**src/design/sstl_ram.sv**
```systemverilog
`timescale 1ns / 1ps
module sstl_ram #(
  parameter int WIDTH = 8,
  parameter int DEPTH = 64
) (
  input  logic                     clk,
  input  logic                     we,
  input  logic [$clog2(DEPTH)-1:0] waddr,
  input  logic [WIDTH-1:0]         wdata,
  input  logic [$clog2(DEPTH)-1:0] raddr,
  output logic [WIDTH-1:0]         rdata
);

  logic [WIDTH-1:0] mem [DEPTH];

  always_ff @(posedge clk) begin
    if (we) begin
      mem[waddr] <= wdata;
    end
    rdata <= mem[raddr];
  end

endmodule

```
**config.mk**
```make
export PLATFORM = sky130hd
export DESIGN_NAME = sstl_ram
export DESIGN_NICKNAME = d
export VERILOG_FILES = /design/src/design/sstl_ram.sv
export SDC_FILE = /design/constraint.sdc
export NUM_CORES = 1
export LEC_CHECK = 0
export BUFFER_PORTS_ARGS = -buffer_cell sky130_fd_sc_hd__buf_2
export CORE_UTILIZATION = 41
export DETAILED_ROUTE_END_ITERATION = 6
export SLEW_MARGIN = 20
export SYNTH_ARGS = -nofsm -noshare
export SYNTH_HDL_FRONTEND = slang
export SYNTH_SLANG_ARGS = --single-unit
export TNS_END_PERCENT = 20
```
**constraint.sdc**
```tcl
create_clock -name clk -period 5.61 [get_ports clk]
set_input_delay 0.2805 -clock clk [delete_from_list [all_inputs] [get_ports clk]]
set_output_delay 0.2805 -clock clk [all_outputs]
set_load 0.1 [all_outputs]
```
; Word-level counts from Yosys, hierarchy flattened
; Memories as Yosys holds them, arrays and structs flattened. A register that Yosys moved wholly into a read port is not among the register bits.
; Index checks and enable logic that the tools add are counted.
[op_classes]
n_mux = 2
[op_table]
columns = cell, count
row1 = 1-bit 2-to-1 mux, 2
[word_totals]
reg_bits = 0
ramBits = 512
inputBits = 22
mem_count = 1
[memory_table]
columns = name, words, width, read_ports, rd_clocked_by_memory_dff, write_ports, line
row1 = mem, 64, 8, 1, 1, 1, 14  ; logic [WIDTH-1:0] mem [DEPTH];

; Logic depth before layout (Yosys ltp)
[logic_depth]
ltp_word = 2
ltp_mapped = 9
mapped_depth_nobuf = 5

; Worst setup path after synthesis
; No wires, ideal clock.
[synth_timing]
path_kind = in2reg
start = input raddr[1]
end = register rdata[3], read port of mem
setup_ns = 0.128
t_arrival_ns = 1.820
t_required_ns = 5.482
slack_ns = 3.662
stages = 7
path_buffers = 3
path_cell_list = buf_4 buf_2 buf_2 mux4_2 mux4_2 o21ai_1 o41ai_1
[synth_rtl]
columns = element, line
row1 = "start, declared", 10  ; input logic [$clog2(DEPTH)-1:0] raddr,
row2 = "end, declared", 11  ; output logic [WIDTH-1:0] rdata

==> flow_summary.toml <==
[setup_path]
required_ps = 6060
crit_family = "buffers and inverters"
cp.depth = 6
reg2reg_depth = 5
worstPathBufferInverterCount = 2
crit_path_start_kind = "input pin"
cp_slowest_stage_delay_ps = 620
critPathLaunch = "raddr[0]"
worstSetupPathType = "input pin to flop"
r2r-start = "mem[29][4]$_DFFE_PP_"
cp_slowest_cell = "clkbuf_8"
path_cells = "clkbuf_8, buf_12, mux4_2, o221a_2, nor3_1, o32ai_1"
end_kind = "flop"
critPathArrivalTime_ps = 2820
critPathMaxFanout = 67

[sta]
final_hold_viol_count = 0
setup_violations = 0
report.final.slew_viol_count = 0
tightest_slew_ps = 1080
slew_headroom = 0.279
setup_ws_ps = 3250
timing.fmax_mhz = 423
skew_ps = 23.5
finalSetupTns_ps = 0
period_minus_slack_ps = 2360
fin_crit_sh = 0.421
rsz0062_at_grt = "false"

[power_and_ir_drop]
power_density_nw_per_um2 = 358
p_clk_frac = 0.412
combPwrFrac = 0.055
switching_share = 0.213
p_leak_nw = 6.95
internal_power_mw = 6.36
p_switching_mw = 1.72
vdd_drop_max_v = 0.000206
power_frac_seq = 0.534

[floorplan]
start_util = 0.419
die_width_um = 224
row_count = 80
die_area_um2 = 50100
io_pins = 30
die_h_um = 224
core_um2 = 48100

[layout]
n_antenna_cell = 0
fin_nets = 1009
drive_above_1_share = 0.245
area_delta_synth_final_pct = 12.1

[routing]
drtAntennaViolNets = 0
wl_per_cell_um = 26.3
vias = 9307
viasPerCell = 5.52
first_pass_iters = 5
drc_errors = 0
drtIter0Drc = 869
wirelength_mm = 44.3

[clocking]
clock-root-buffer = "clkbuf_16"
cts_buffers = 52
insertion_delay_ps = 590
cts_tree = "yes"
path_clk_slew_ps = 60
clockBufferDepth = 3
cts_setup_buffers = 0
htreeDepth = 2
clock_sinks = 520
cts_hold_buf = 0
cts_resized = 0

[placement]
place.gp.congestion = 0.828
dpl.hpwl_mm = 26.9
pre_cts_ws_ps = 2520
port_buffers = 29

[synthesis]
synthTopCellsByCount = "edfxtp_1 (512), mux4_2 (126), nor2_1 (83)"
yosysTopAreaCellShare = 0.762
synth-edff-count = 512
ys_ff_latch = 520
syn_area_um2 = 20200
yosys.area.top_type = "edfxtp_1"
synthCells = 940
syn_nets = 962
synth_most_common_cell = "edfxtp_1"
yosys_warnings = 0
async_flop_share = 0
synth_cell_types = 40
synth_top_flop_cell = "edfxtp_1"
seq_area_frac_synth = 0.770
synth_area_leaders = "edfxtp_1 (76%), mux4_2 (14%), nor2_1 (1.5%), mux2i_1 (1.1%), dfxtp_1 (0.79%)"
synth.avg_cell_area_um2 = 21.5

[global_routing]
first_global_vias = 9713
grt_max_degree = 68
globalRouteOverflowTotal = 0
grt_usage = 0.185
grt_pass1_wl_mm = 66.3
antenna_found_initial = 3

[run_status]
run_status = "finished clean"

[run]
maxCapViolations = 0

[worst_hold_path]
hold_start = "raddr[5]"
hold_path.class = "input pin to flop"
worstHoldPathCells = 3
metrics by stage:
stage,instances,hold slack (ps),total power [mW],instance area (um2),utilization
detailed placement,1589,695,4.85,21000,0.436
global placement,1587,687,4.84,20900,0.435
CTS,1685,77.3,8.15,22600,0.470
global route,1685,115,8.31,22600,0.470
finish,1685,110,8.08,22600,0.470
floorplan,940,379,4.67,20200,-
cells by family (layout without fill, tap and decap cells):
kind of cell | after synthesis | after routing | share of synthesized area
AOI/OAI and AO/OA | 54 | 54 | 0.0207
buffers and inverters | 51 | 140 | 0.0157
DFF | 520 | 520 | 0.770
muxes | 162 | 162 | 0.159
and+or+nand+nor | 153 | 153 | 0.0339
per-layer routing:
metal,wire length (um),up-vias,share of wire,GRT usage
met1,18400,4914,0.41,0.247
li1,-,4024,-,-
met5,45,-,0.0010,0
met3,3110,74,0.070,0.0475
met2,21500,289,0.48,0.294
met4,1310,6,0.030,0.0656
final cells by class:
cell class	count	area, um2
Sequential cell	520	15500
Timing Repair Buffer	44	322
Tap cell	656	821
Multi-Input combinational cell	369	4320
Clock buffer	66	1380
Clock inverter	30	244
Fill cell	3957	25500
placed cells by master, fill, tap and decap left out, types with 4 or more instances in the layout:
cell	netlist	routed
a211oi_1	4	4
a221oi_1	6	6
buf_2	11	24
buf_4	13	16
bufinv_16	0	4
clkbuf_1	17	13
clkbuf_16	0	53
clkinv_1	0	16
clkinv_2	0	6
dfxtp_1	8	8
edfxtp_1	512	512
mux2_2	13	13
mux2i_1	23	23
mux4_2	126	126
nand2_1	19	19
nand2b_1	7	7
nand3_1	13	13
nor2_1	83	83
nor2b_1	14	14
nor3_1	7	7
o221ai_1	8	8
o22ai_1	8	8
path summary, 6_finish.rpt:
| check | to | slack [ps] |
|---|---|---|
| worst min register to register | rdata[7]$_DFF_P_ | 860 |
| worst max-delay path | rdata[4]$_DFF_P_ | 3250 |
| worst max register to register | rdata[4]$_DFF_P_ | 3500 |
| worst min-delay path | rdata[0]$_DFF_P_ | 110 |
sequential cells by signal, indices dropped and copies added (netlist names):
name,cells
mem,512
rdata,8
worst reg2reg max path: cells and delay by family, from the launching register on:
family | cells | cell delay (ps)
multiplexers | 2 | 780
AO/OA/AOI/OAI | 2 | 440
AND/OR/NAND/NOR | 1 | 420
flip-flops | 1 | 350
power groups by stage:
| stage | Sequential, mW | Combinational [mW] | Clock [mW] |
|---|---|---|---|
| finish | 4.32 | 0.441 | 3.33 |
| global route | 4.32 | 0.470 | 3.52 |
| CTS | 4.32 | 0.448 | 3.38 |
| detailed placement | 4.40 | 0.447 | 0 |
| global placement | 4.40 | 0.436 | 0 |
| floorplan | 4.44 | 0.229 | 0 |
Power figures use the tool's default switching activity.
